## src/rtl/core/jmsw_pkg.sv

```systemverilog
// Shared types and constants for the JPEG marker segment walker.
`timescale 1ns / 1ps
`default_nettype none
package jmsw_pkg;

  typedef enum logic [3:0] {
    PH_IDLE   = 4'd0,
    PH_SOI1   = 4'd1,
    PH_MARK   = 4'd2,
    PH_FILL   = 4'd3,
    PH_LEN_HI = 4'd4,
    PH_LEN_LO = 4'd5,
    PH_SKIP   = 4'd6
  } phase_e;

  typedef enum logic [1:0] {
    ST_COMPLETE  = 2'd0,
    ST_NEEDMORE  = 2'd1,
    ST_MALFORMED = 2'd2
  } status_e;

  localparam logic [7:0] BYTE_FILL = 8'hFF;
  localparam logic [7:0] MARK_SOI  = 8'hD8;
  localparam logic [7:0] MARK_SOS  = 8'hDA;
  localparam logic [7:0] MARK_EOI  = 8'hD9;
  localparam logic [7:0] MARK_TEM  = 8'h01;
  localparam logic [7:0] MARK_RST0 = 8'hD0;
  localparam logic [7:0] MARK_RST7 = 8'hD7;
  localparam logic [15:0] LEN_MIN  = 16'd2;

  typedef struct packed {
    phase_e      phase;
    logic        soi_mismatch;
    logic [7:0]  length_high;
    logic [15:0] skip_remaining;
    logic        decided;
  } walk_state_t;

  typedef struct packed {
    logic    emit;
    status_e status;
  } walk_result_t;

endpackage
`default_nettype wire

```

## src/rtl/core/jpeg_marker_segment_walker.sv

```systemverilog
// Top level of the JPEG marker segment walker: input register, walk state, status register.
// An accepted word waits in the input register and is walked when it advances, which also
// registers its status, if any, in the status register.
// Throughput: one word per cycle; a status that waits on the receiver holds the input.
// Reset clears the valid flags and the walk state; the walker then ignores words
// until one arrives that marks the first byte of a stream.
`timescale 1ns / 1ps
`default_nettype none
module jpeg_marker_segment_walker (
  input  logic       clk_i,
  input  logic       rst_ni,
  input  logic       in_valid_i,
  output logic       in_ready_o,
  input  logic [7:0] data_byte_i,
  input  logic       first_byte_i,
  input  logic       last_byte_i,
  output logic       out_valid_o,
  input  logic       out_ready_i,
  output logic [1:0] coverage_status_o
);
  import jmsw_pkg::*;

  logic         in_valid_q;
  logic [7:0]   data_q;
  logic         first_q;
  logic         last_q;
  walk_state_t  state_q;
  walk_state_t  state_d;
  walk_result_t res;
  logic         out_valid_q;
  status_e      status_q;
  logic         advance;

  assign advance    = in_valid_q && (!out_valid_q || out_ready_i);
  assign in_ready_o = !in_valid_q || advance;

  jmsw_step u_step (
    .cur_i        (state_q),
    .data_byte_i  (data_q),
    .first_byte_i (first_q),
    .last_byte_i  (last_q),
    .nxt_o        (state_d),
    .res_o        (res)
  );

  always_ff @(posedge clk_i or negedge rst_ni) begin
    if (!rst_ni) begin
      in_valid_q  <= 1'b0;
      out_valid_q <= 1'b0;
      state_q     <= '{phase: PH_IDLE, soi_mismatch: 1'b0, length_high: 8'd0,
                       skip_remaining: 16'd0, decided: 1'b0};
    end else begin
      if (in_ready_o) begin
        in_valid_q <= in_valid_i;
      end
      if (advance) begin
        state_q <= state_d;
      end
      if (advance && res.emit) begin
        out_valid_q <= 1'b1;
      end else if (out_ready_i) begin
        out_valid_q <= 1'b0;
      end
    end
  end

  always_ff @(posedge clk_i) begin
    if (in_ready_o && in_valid_i) begin
      data_q  <= data_byte_i;
      first_q <= first_byte_i;
      last_q  <= last_byte_i;
    end
    if (advance && res.emit) begin
      status_q <= res.status;
    end
  end

  assign out_valid_o       = out_valid_q;
  assign coverage_status_o = status_q;

endmodule
`default_nettype wire

```

## src/rtl/core/jmsw_step.sv

```systemverilog
// Next-state and status logic for one stream word of the marker walk.
`timescale 1ns / 1ps
`default_nettype none
module jmsw_step (
  input  jmsw_pkg::walk_state_t  cur_i,
  input  logic [7:0]             data_byte_i,
  input  logic                   first_byte_i,
  input  logic                   last_byte_i,
  output jmsw_pkg::walk_state_t  nxt_o,
  output jmsw_pkg::walk_result_t res_o
);
  import jmsw_pkg::*;

  logic        live;
  logic [15:0] seg_len;
  logic [15:0] skip_dec;

  assign seg_len  = {cur_i.length_high, data_byte_i};
  assign skip_dec = (cur_i.skip_remaining != 16'd0) ? cur_i.skip_remaining - 16'd1
                                                    : cur_i.skip_remaining;

  always_comb begin
    nxt_o      = cur_i;
    res_o.emit = 1'b0;
    res_o.status = ST_NEEDMORE;
    live       = 1'b0;
    if (first_byte_i) begin
      live                 = 1'b1;
      nxt_o.decided        = 1'b0;
      nxt_o.length_high    = 8'd0;
      nxt_o.skip_remaining = 16'd0;
      nxt_o.soi_mismatch   = (data_byte_i != BYTE_FILL);
      nxt_o.phase          = PH_SOI1;
    end else if (!cur_i.decided && cur_i.phase != PH_IDLE) begin
      live = 1'b1;
      unique case (cur_i.phase)
        PH_SOI1: begin
          if (cur_i.soi_mismatch || data_byte_i != MARK_SOI) begin
            res_o.emit   = 1'b1;
            res_o.status = ST_MALFORMED;
          end else begin
            nxt_o.phase = PH_MARK;
          end
        end
        PH_MARK: begin
          if (data_byte_i != BYTE_FILL) begin
            res_o.emit   = 1'b1;
            res_o.status = ST_MALFORMED;
          end else begin
            nxt_o.phase = PH_FILL;
          end
        end
        PH_FILL: begin
          if (data_byte_i == BYTE_FILL) begin
            nxt_o.phase = PH_FILL;
          end else if (data_byte_i == MARK_SOS || data_byte_i == MARK_EOI) begin
            res_o.emit   = 1'b1;
            res_o.status = ST_COMPLETE;
          end else if (data_byte_i == MARK_TEM ||
                       (data_byte_i >= MARK_RST0 && data_byte_i <= MARK_RST7)) begin
            nxt_o.phase = PH_MARK;
          end else begin
            nxt_o.phase = PH_LEN_HI;
          end
        end
        PH_LEN_HI: begin
          nxt_o.length_high = data_byte_i;
          nxt_o.phase       = PH_LEN_LO;
        end
        PH_LEN_LO: begin
          if (seg_len < LEN_MIN) begin
            res_o.emit   = 1'b1;
            res_o.status = ST_MALFORMED;
          end else begin
            nxt_o.skip_remaining = seg_len - LEN_MIN;
            nxt_o.phase = (seg_len != LEN_MIN) ? PH_SKIP : PH_MARK;
          end
        end
        PH_SKIP: begin
          nxt_o.skip_remaining = skip_dec;
          if (skip_dec == 16'd0) begin
            nxt_o.phase = PH_MARK;
          end
        end
        default: begin
          live        = 1'b0;
          nxt_o.phase = PH_IDLE;
        end
      endcase
    end
    if (live && !res_o.emit && last_byte_i) begin
      res_o.emit   = 1'b1;
      res_o.status = ST_NEEDMORE;
    end
    if (res_o.emit) begin
      nxt_o.decided = 1'b1;
    end
  end

endmodule
`default_nettype wire

```

## config.mk

```make
export PLATFORM = sky130hd
export DESIGN_NAME = jpeg_marker_segment_walker
export DESIGN_NICKNAME = d
export VERILOG_FILES = /design/src/rtl/core/jmsw_pkg.sv /design/src/rtl/core/jpeg_marker_segment_walker.sv /design/src/rtl/core/jmsw_step.sv
export SDC_FILE = /design/constraint.sdc
export NUM_CORES = 1
export LEC_CHECK = 0
export ABC_CLOCK_PERIOD_IN_PS = 3000
export BUFFER_PORTS_ARGS = -buffer_cell sky130_fd_sc_hd__buf_4
export CORE_MARGIN = 1.5
export CORE_UTILIZATION = 45
export CTS_CLUSTER_SIZE = 16
export DETAILED_ROUTE_END_ITERATION = 16
export PLACE_DENSITY_LB_ADDON = 0.08
export SLEW_MARGIN = 20
export SYNTH_ARGS = -nofsm -noshare
export SYNTH_HDL_FRONTEND = slang
export SYNTH_SLANG_ARGS = --single-unit
```

## constraint.sdc

```tcl
create_clock -name clk_i -period 3 [get_ports clk_i]
set_clock_uncertainty 0.05 [all_clocks]
set_input_delay 0.6 -clock clk_i [delete_from_list [all_inputs] [get_ports clk_i]]
set_output_delay 0.6 -clock clk_i [all_outputs]
set_load 0.02 [all_outputs]
```

# Word level (Yosys, flattened, before mapping)
# Index checks and enable logic that the tools add are counted.
# totals
wordCells	99
regBits	44
output_inout_bits	4
in_bits	14
# op_classes
n_lt_le_gt_ge	3
n_reduce_logical	31
mux	33
eq_ne	18
bitwise_logic	1
n_addsub	2
# op_table
cell	n
two-way mux 24 bit	2
two-way mux 16 bit	2
two-way mux 4 bit	8
one-hot mux 16 bit (2 select lines)	1
two-way mux 3 bit	10
== test 8 bit (second input constant)	3
one-hot mux 4 bit (6 select lines)	1
logical NOT 16 bit	1
less-than comparator 16 x 2 -> 1 bit (second input constant)	1
!= test 16 x 2 -> 1 bit (second input constant)	1
!= test 8 bit (second input constant)	2
nonzero test 16 bit	1
subtractor 16 x 1 -> 16 bit (second input constant)	1
subtractor 16 x 2 -> 16 bit (second input constant)	1
== test 4 x 3 -> 1 bit (second input constant)	3
one-hot mux 3 bit (4 select lines)	1
!= test 3 bit (second input constant)	3
== test 4 x 2 -> 1 bit (second input constant)	2
== test 8 x 1 -> 1 bit (second input constant)	1
>= comparator 8 bit (second input constant)	1
<= comparator 8 bit (second input constant)	1
two-way mux 8 bit	1
nonzero test 2 bit	4
logical AND 1 bit	7
other kinds (15)	29

# Logic depth before layout (Yosys ltp)
# Gate-level depths: netlist of run 1.
# logic_depth
depth_word	13
mapped_depth	10
ltp_nobuf	9

# By module
# Synthesis of run 1 repeated with hierarchy kept, for this count alone.
# unflattened
cells_unflattened	388
area_unflattened_um2	3628.5
# modules_own_cells
module	n_inst	area_per_inst_um2	seq_area_each_um2	cells_per_inst
jmsw_step	1	1895.6	0.0	302
jpeg_marker_segment_walker	1	1732.9	1161.1	86

# Worst setup path after synthesis of run 1
# Ideal clock, no wire load.
# synth_path
path_type	register -> register
startpoint	register state_q[1] (netlist name)
endpoint	register state_q[28] (netlist name)
setup_slack_ns	0.003
t_required_ns	2.829
arrival_time_ns	2.826
stages_incl_launch_ff	11
n_path_buf	1
period_less_slack_ns	2.997
setup_time_ns	0.121
cell_sequence	dfrtp_1 > clkbuf_1 > inv_1 > ha_1 > or4b_2 > nor4_1 > mux2i_1 > nand3_1 > or4_4 > a21o_1 > a22o_1
# synth_between
elab_chain_cells	5
word_cells_on_any_way	6
cone_classes	add/sub (1); eq/ne (1); mux (1); reduce/logical (3)
# synth_lines
item	line_no	source
from (decl)	jpeg_marker_segment_walker.sv:27	walk_state_t state_q;
from (signal assigned)	jpeg_marker_segment_walker.sv:50	state_q <= '{phase: PH_IDLE, soi_mismatch: 1'b0, length_high: 8'd0,
from (signal assigned)	jpeg_marker_segment_walker.sv:57	state_q <= state_d;
subtractor 16 x 1 -> 16 bit / nonzero test 16 bit (equally long branches)	jmsw_step.sv:19	assign skip_dec = (cur_i.skip_remaining != 16'd0) ? cur_i.skip_remaining - 16'd1
two-way mux 16 bit (*)	jmsw_step.sv:19	
logical NOT 16 bit (*)	jmsw_step.sv:81	if (skip_dec == 16'd0) begin
!= test 3 x 2 -> 1 bit (no source line) (*)	--	
AND reduction 7 bit (no source line) (*)	--	
# Mark *: on every way between the ends. The rest lies on a longest branch, timed or not.
# A chain may end at the register's enable or synchronous reset.

# Worst setup path after layout of run 1
# layout_path
startpoint	register data_q[6]
endpoint	register status_q[0], in the netlist coverage_status_o[0], enable pin
# layout_between
elab_chain_cells	12
word_cells_on_any_way	21
cone_classes	order compare (1); eq/ne (5); mux (9); reduce/logical (6)
# layout_lines
item	line_no	source
from (decl)	jpeg_marker_segment_walker.sv:24	logic [7:0] data_q;
from (signal assigned)	jpeg_marker_segment_walker.sv:69	data_q <= data_byte_i;
parallel branches: the longest is 4 deep, another holds less-than comparator 16 x 2 -> 1 bit	--	
one-hot mux 3 bit (4 select lines) (*)	jmsw_step.sv:36	unique case (cur_i.phase)
two-way mux 3 bit (*)	jmsw_step.sv:34	end else if (!cur_i.decided && cur_i.phase != PH_IDLE) begin
two-way mux 3 bit (*)	jmsw_step.sv:27	if (first_byte_i) begin
logical NOT 1 bit	jmsw_step.sv:91	if (live && !res_o.emit && last_byte_i) begin
logical AND 1 bit (2 in a row)	jmsw_step.sv:91	
two-way mux 3 bit (*)	jmsw_step.sv:91	
logical AND 1 bit (*)	jpeg_marker_segment_walker.sv:73	if (advance && res.emit) begin
to (signal assigned)	jpeg_marker_segment_walker.sv:74	status_q <= res.status;
to (decl)	jpeg_marker_segment_walker.sv:31	status_e status_q;
# Mark *: on every way between the ends.

==> results of run 1 <==
## critical path, delay by kind of cell (launching register included)
| kind | cells | cell delay (ps) |
|---|---|---|
| flops | 1 | 460 |
| simple gates | 4 | 1470 |
| compound gates | 2 | 600 |
## where the power goes
part           switching (mW)  leakage (nW)  internal [mW]
logic                    1.14         0.755          0.905
registers               0.238         0.518          0.817
clock network           0.205        0.0477          0.160
## worst max path at each step
stage / startpoint / to / depth (start not counted)
finish: data_q[6] / coverage_status_o[0] / 6
floorplan: state_q[1] / state_q[28] / 10
detailed placement: state_q[1] / state_q[28] / 9
global route: data_q[6] / coverage_status_o[0] / 6
global placement: state_q[1] / state_q[28] / 9
CTS: state_q[1] / state_q[28] / 9
## kinds of logic after synthesis
kind of cell    count (synthesis)  synth area share, %
compound gates                 92                20.68
fa+ha+maj                       3                1.295
buf+inv                        36                5.440
simple gates                  146                28.02
flops                          43                39.21
mux                             4                1.425
xor+xnor                       13                3.929
## repair_timing
item	CTS	global route
resized for setup	0	5
endpoints found under the hold margin	0	0
endpoints found under the setup margin	0	2
## registers in the layout, summed over array words and instances (netlist names)
| name | count |
|---|---|
| coverage_status_o | 2 |
| data_q | 8 |
| first_q | 1 |
| in_valid_q | 1 |
| last_q | 1 |
| out_valid_o | 1 |
| state_q | 29 |
## placed cells by master (no fill, tap or decap), types with 4 or more instances in the layout
cell,Yosys,layout
or3_1,4,4
o21ai_0,35,35
or4_1,4,4
nand3_1,10,10
nor2_1,34,34
buf_4,0,40
nand2_1,24,24
or2_2,4,4
nand3b_1,7,7
a21oi_1,17,17
a211oi_1,4,4
nand2b_1,4,4
o41ai_1,4,4
edfxtp_1,12,12
nand4_1,8,8
dfrtp_1,31,31
clkbuf_8,0,5
xnor2_1,11,11
nor4_1,6,5
nor3_1,22,22
inv_1,16,16
## per-stage QoR
| step | util, % | worst slack [ps] | std cells |
|---|---|---|---|
| after floorplan | - | 2.683 | 337 |
| after global placement | 51.25 | 97.39 | 435 |
| after detailed placement | 51.25 | 35.47 | 435 |
| after CTS | 52.58 | 20.08 | 443 |
| after global routing | 53.08 | 3.354 | 443 |
| final | 53.08 | 126.4 | 443 |
## area by class of cell
type / count / area share [%]
sequential: 43 / 34.10
timing repair buffer: 41 / 9.613
multi-input combinational: 258 / 49.08
clock inverter: 3 / 0.4506
tap: 77 / 2.891
inverter: 16 / 1.802
clock buffer: 5 / 2.065
## metal layers
layer | part of all wire, % | routed length, um
met5 | 0 | 0
met4 | 2.3 | 173
met3 | 3.9 | 290
met2 | 47 | 3440
met1 | 47 | 3479
==> summary.md, run 1 <==
| Metric | Value |
|---|---|
| Synth area leader | dfrtp_1 |
| Initial drt markers | ~200 |
| Number of synthesized flops with an enable pin | 12 |
| Setup violations, final | 0 |
| Yosys cell types | between 60 and 70 |
| Seq cells post-synth | 43 |
| Num CTS Buffers | 5 |
| P&R area growth vs syn | 14.98% |
| Gr busiest metal | met2 |
| Post-synth top cells | o21ai_0 (35), nor2_1 (34), dfrtp_1 (31), nand2_1 (24), nor3_1 (22) |
| Worst r2r src | data_q[6] |
| CP cell instances | or4_4 > or4_1 > o31ai_1 > nor2_1 > nand3b_1 > a21boi_2 |
| Vias per cell | 5.842 |
| Top-count cell post-synth | o21ai_0 |
| Register area share after synthesis | around two fifths |
| Initial antenna violation count | 0 |
| Die X | 83.25 um |
| Final instance area | 3332 sq um |
| Multi-input gate area | 1635 sq um |
| Final Net Count | 382 |
| Site row count | 29 |
| Syn Inst Count | around 340 |
| Placement Cell Area | ~3200 sq um |
| Clock tree root buffer cell | clkbuf_8 |
| Avg Synthesized Cell Area | roughly 8.6 sq um |
| Total track usage | 21.83% |
| Final slew viol count | 0 |
| N_diodes | 0 |
| CP arrival | 2820 ps |
| Initial core utilization | between 40% and 50% |
| Sequential Area | between 1000 and 1500 sq um |
| PortBufs | 17 |
| Clock transition at path regs | ~90 ps |
| Post-synth top area share | between 20 and 30% |
| Share of layout cells above drive strength 1 | roughly 19% |
| Overflow after GRT | 0 |
| Crit share post-route | a little over nine tenths |
| CTS tree | done |
| Crit-path slowest cell | or4_4 |
| Warnings, synthesis | 0 |
| Core Footprint | approximately 6300 sq um |
| Top post-synthesis cells by area | dfrtp_1 (27%), edfxtp_1 (12%), o21ai_0 (6.0%) |
| Die Y | 83.25 um |
| Crit path required time | between 2000 and 3000 ps |
| First-pass GRT wire length | around 12 mm |
| Largest net degree at the start of global routing | 32 |
| IO Count | 18 |
| Hold-fix buffers at CTS | 0 |
| Worst-Margin Slew | 657.3 ps |
| Run status | finished, final reports clean |
| Final hold violation count | 0 |
| Internal reg-to-reg setup slack | around 130 ps |
| Critical path's largest stage delay | between 500 and 600 ps |
| HP Class | primary input to asynchronous set/reset pin |
| Max-cap violations | 0 |
| Met2 Use GR | about 36% |
| Post-CTS Setup Repair Bufs | 0 |
| RSZ-0062 raised after global routing | no |
| Routed WL | between 7 and 8 mm |
| Filler cell count | around 600 |
| Predominant post-synthesis flop cell | dfrtp_1 |
| Worst-path fanout max | 5 |
| Design Power | about 3.5 mW |
| Syn_nets | ~350 |
| Depth of the most critical reg-to-reg path | 6 |
| Post-synth ARST share | 72.09% |
| Met3 usage | ~3.6% |
| Slew Limit Headroom | 56.18% |
| Pwr Density | a little over 1000 nW/um^2 |
| Final ANT Viol Nets | 0 |
| Clock Sink Count | 43 |
| Peak supply drop | 0.0005642 V |
| Worst-Skew Late Latency | approximately 290 ps |
| H-tree lvl count | 2 |
| Reg2reg end | coverage_status_o[0] |
| M1 GR Usage | 29.15% |
| Setup TNS | 0 ps |
| Final Wtd Congestion | between 0.8 and 0.9 |
| CTS Buffer Depth | 2 |
| Final Critical Period | about 2900 ps |
| Drt first pass iters | 4 |
| Vias | roughly 2600 |
| Lkg Pwr | around 1.3 nW |
| Vias in the first global route | around 2500 |
| Fmax | roughly 350 MHz |
| Wire per inst | 16.67 um |
| Drt drc | 0 |
| Critical Path End Type | register |
| Final Hold Slack | around 180 ps |
| Full die area | between 6000 and 7000 sq um |
| Crit path launch type | register |
| Mapped cell area | about 2900 sq um |
| Post-detailed-placement half-perimeter wirelength | 5.415 mm |
| Kind of critical path | register to register |
Note: power is estimated with default switching activity, not from simulation.
==> run 2: changes to the inputs <==
--- a/config.mk
+++ b/config.mk
@@ -7,6 +7,7 @@
 export LEC_CHECK = 0
 export ABC_CLOCK_PERIOD_IN_PS = 3000
 export BUFFER_PORTS_ARGS = -buffer_cell sky130_fd_sc_hd__buf_4
+export CORE_ASPECT_RATIO = 1.75
 export CORE_MARGIN = 1.5
 export CORE_UTILIZATION = 45
 export CTS_CLUSTER_SIZE = 16
==> summary.md, run 2 (synthesis results as in run 1) <==
| Metric | Value |
|---|---|
| Setup TNS | 0 ps |
| Filler cell count | just under 600 |
| Worst-path fanout max | 5 |
| Critical Path End Type | register |
| Drt drc | 0 |
| Slew Limit Headroom | between 50% and 60% |
| Post-detailed-placement half-perimeter wirelength | between 6 and 7 mm |
| Initial drt markers | roughly 170 |
| Die Y | between 100 and 150 um |
| Multi-input gate area | 1643 sq um |
| Kind of critical path | register to register |
| Final WS setup | roughly 220 ps |
| Total track usage | 25.53% |
| Share of layout cells above drive strength 1 | between 20% and 30% |
| Fmax | roughly 360 MHz |
| Most common cell after layout, fill and taps aside | buf_4 |
| Reg2reg end | coverage_status_o[1] |
| Final slew viol count | 0 |
| Sequential Area | about 1100 sq um |
| Final Net Count | 389 |
| Final ANT Viol Nets | 0 |
| Final Critical Period | 2781 ps |
| Pwr Density | around 1100 nW/um^2 |
| Pre-CTS setup slack | between 50 and 60 ps |
| Worst-Skew Late Latency | slightly above 300 ps |
| IO Count | 18 |
| RSZ-0062 raised after global routing | no |
| Vias | approximately 2800 |
| CTS Buffer Depth | 2 |
| Crit share post-route | between 90% and 100% |
| Vias in the first global route | 2791 |
| Crit path launch type | register |
| Core Footprint | between 6000 and 7000 sq um |
| P&R area growth vs syn | 17.57% |
| Crit path required time | between 2000 and 3000 ps |
| Lkg Pwr | 1.364 nW |
| Drt first pass iters | 4 |
| Wire per inst | ~18 um |
| Final Wtd Congestion | approximately 0.87 |
| Run status | finished, final reports clean |
| Max FFs per register | 29 |
| HP Class | primary input to asynchronous set/reset pin |
| Max-cap violations | 0 |
| Initial antenna violation count | 0 |
| Largest net degree at the start of global routing | 32 |
| Setup violations, final | 0 |
| Site row count | 38 |
| Initial core utilization | 46.52% |
| Worst r2r src | data_q[6] |
| Overflow after GRT | 0 |
| Commonest cells after routing, fill and taps aside | buf_4 (48), nor2_1 (34), o21ai_0 (34) |
| Final hold violation count | 0 |
| Depth of the most critical reg-to-reg path | 6 |
| CTS tree | done |
| Clock transition at path regs | ~80 ps |
| Peak supply drop | 0.0004940 V |
| CP arrival | approximately 2700 ps |
| Worst-Margin Slew | 655.9 ps |
| PortBufs | 17 |
| Routed WL | 8.138 mm |
| Num CTS Buffers | 5 |
| H-tree lvl count | 2 |
| Clock Sink Count | 43 |
| Largest Register | state_q |
| Vias per cell | between 6 and 7 |
| Die X | 63.66 um |
| N_diodes | 0 |
| Full die area | between 6000 and 7000 sq um |
| First-pass GRT wire length | around 13 mm |
| Clock tree root buffer cell | clkbuf_8 |
| Internal reg-to-reg setup slack | between 200 and 250 ps |
run 2: where the power goes:
part | switching (mW) | leakage [nW] | internal, mW
combinational | 1.18 | 0.791 | 0.922
sequential | 0.253 | 0.518 | 0.817
clock | 0.203 | 0.0556 | 0.244
run 2: what timing repair did:
action | 4_1_cts | 5_1_grt
hold buffers | 0 | 0
resized for setup | 0 | 8
setup endpoints to repair | 0 | 5
hold endpoints to repair | 0 | 0
buffers inserted | 0 | 0
run 2: layout make-up:
class	instances	share of cell area, %
clock inverters	3	1.138
multi-input cells	258	48.22
clock buffers	5	2.020
inverters	16	1.763
well taps	80	2.938
flip-flops and latches	43	33.35
repair buffers	48	10.58
run 2: worst max-delay path by stage:
stage | endpoint | start | cells past startpoint | slack (ps)
floorplan | state_q[28] | state_q[1] | 10 | 3
CTS | state_q[28] | state_q[2] | 9 | 30
detailed placement | state_q[28] | state_q[2] | 9 | 50
global placement | state_q[28] | state_q[1] | 9 | 90
global route | coverage_status_o[1] | data_q[6] | 6 | 70
finish | coverage_status_o[1] | data_q[6] | 6 | 220
run 2: critical path: stages (launching register included):
cell,delay [ps]
edfxtp_1,450
or4_4,590
or4_4,480
o31ai_2,310
nor2_1,130
nand3b_1,230
a21boi_2,220
run 2: metrics by stage:
step                      hold WS (ps)  area, sq um  instances  total power, mW  utilization [%]
after CTS                        188.1         3368        453            3.547            54.08
final                            172.7         3407        453            3.618            54.70
after global routing             210.7         3407        453            3.871            54.70
after floorplan                  254.4         2898        337            2.363                -
after global placement           416.4         3261        445            3.092            52.35
after detailed placement         424.3         3261        445            3.094            52.35
run 2: metal layers:
layer / global-route usage [%] / vias up / wire (um)
met5: 0 / - / 0
met4: 17.70 / 0 / 438
met3: 4.025 / 28 / 256
met2: 47.44 / 72 / 4428
met1: 25.53 / 1351 / 3016
li1: - / 1313 / -
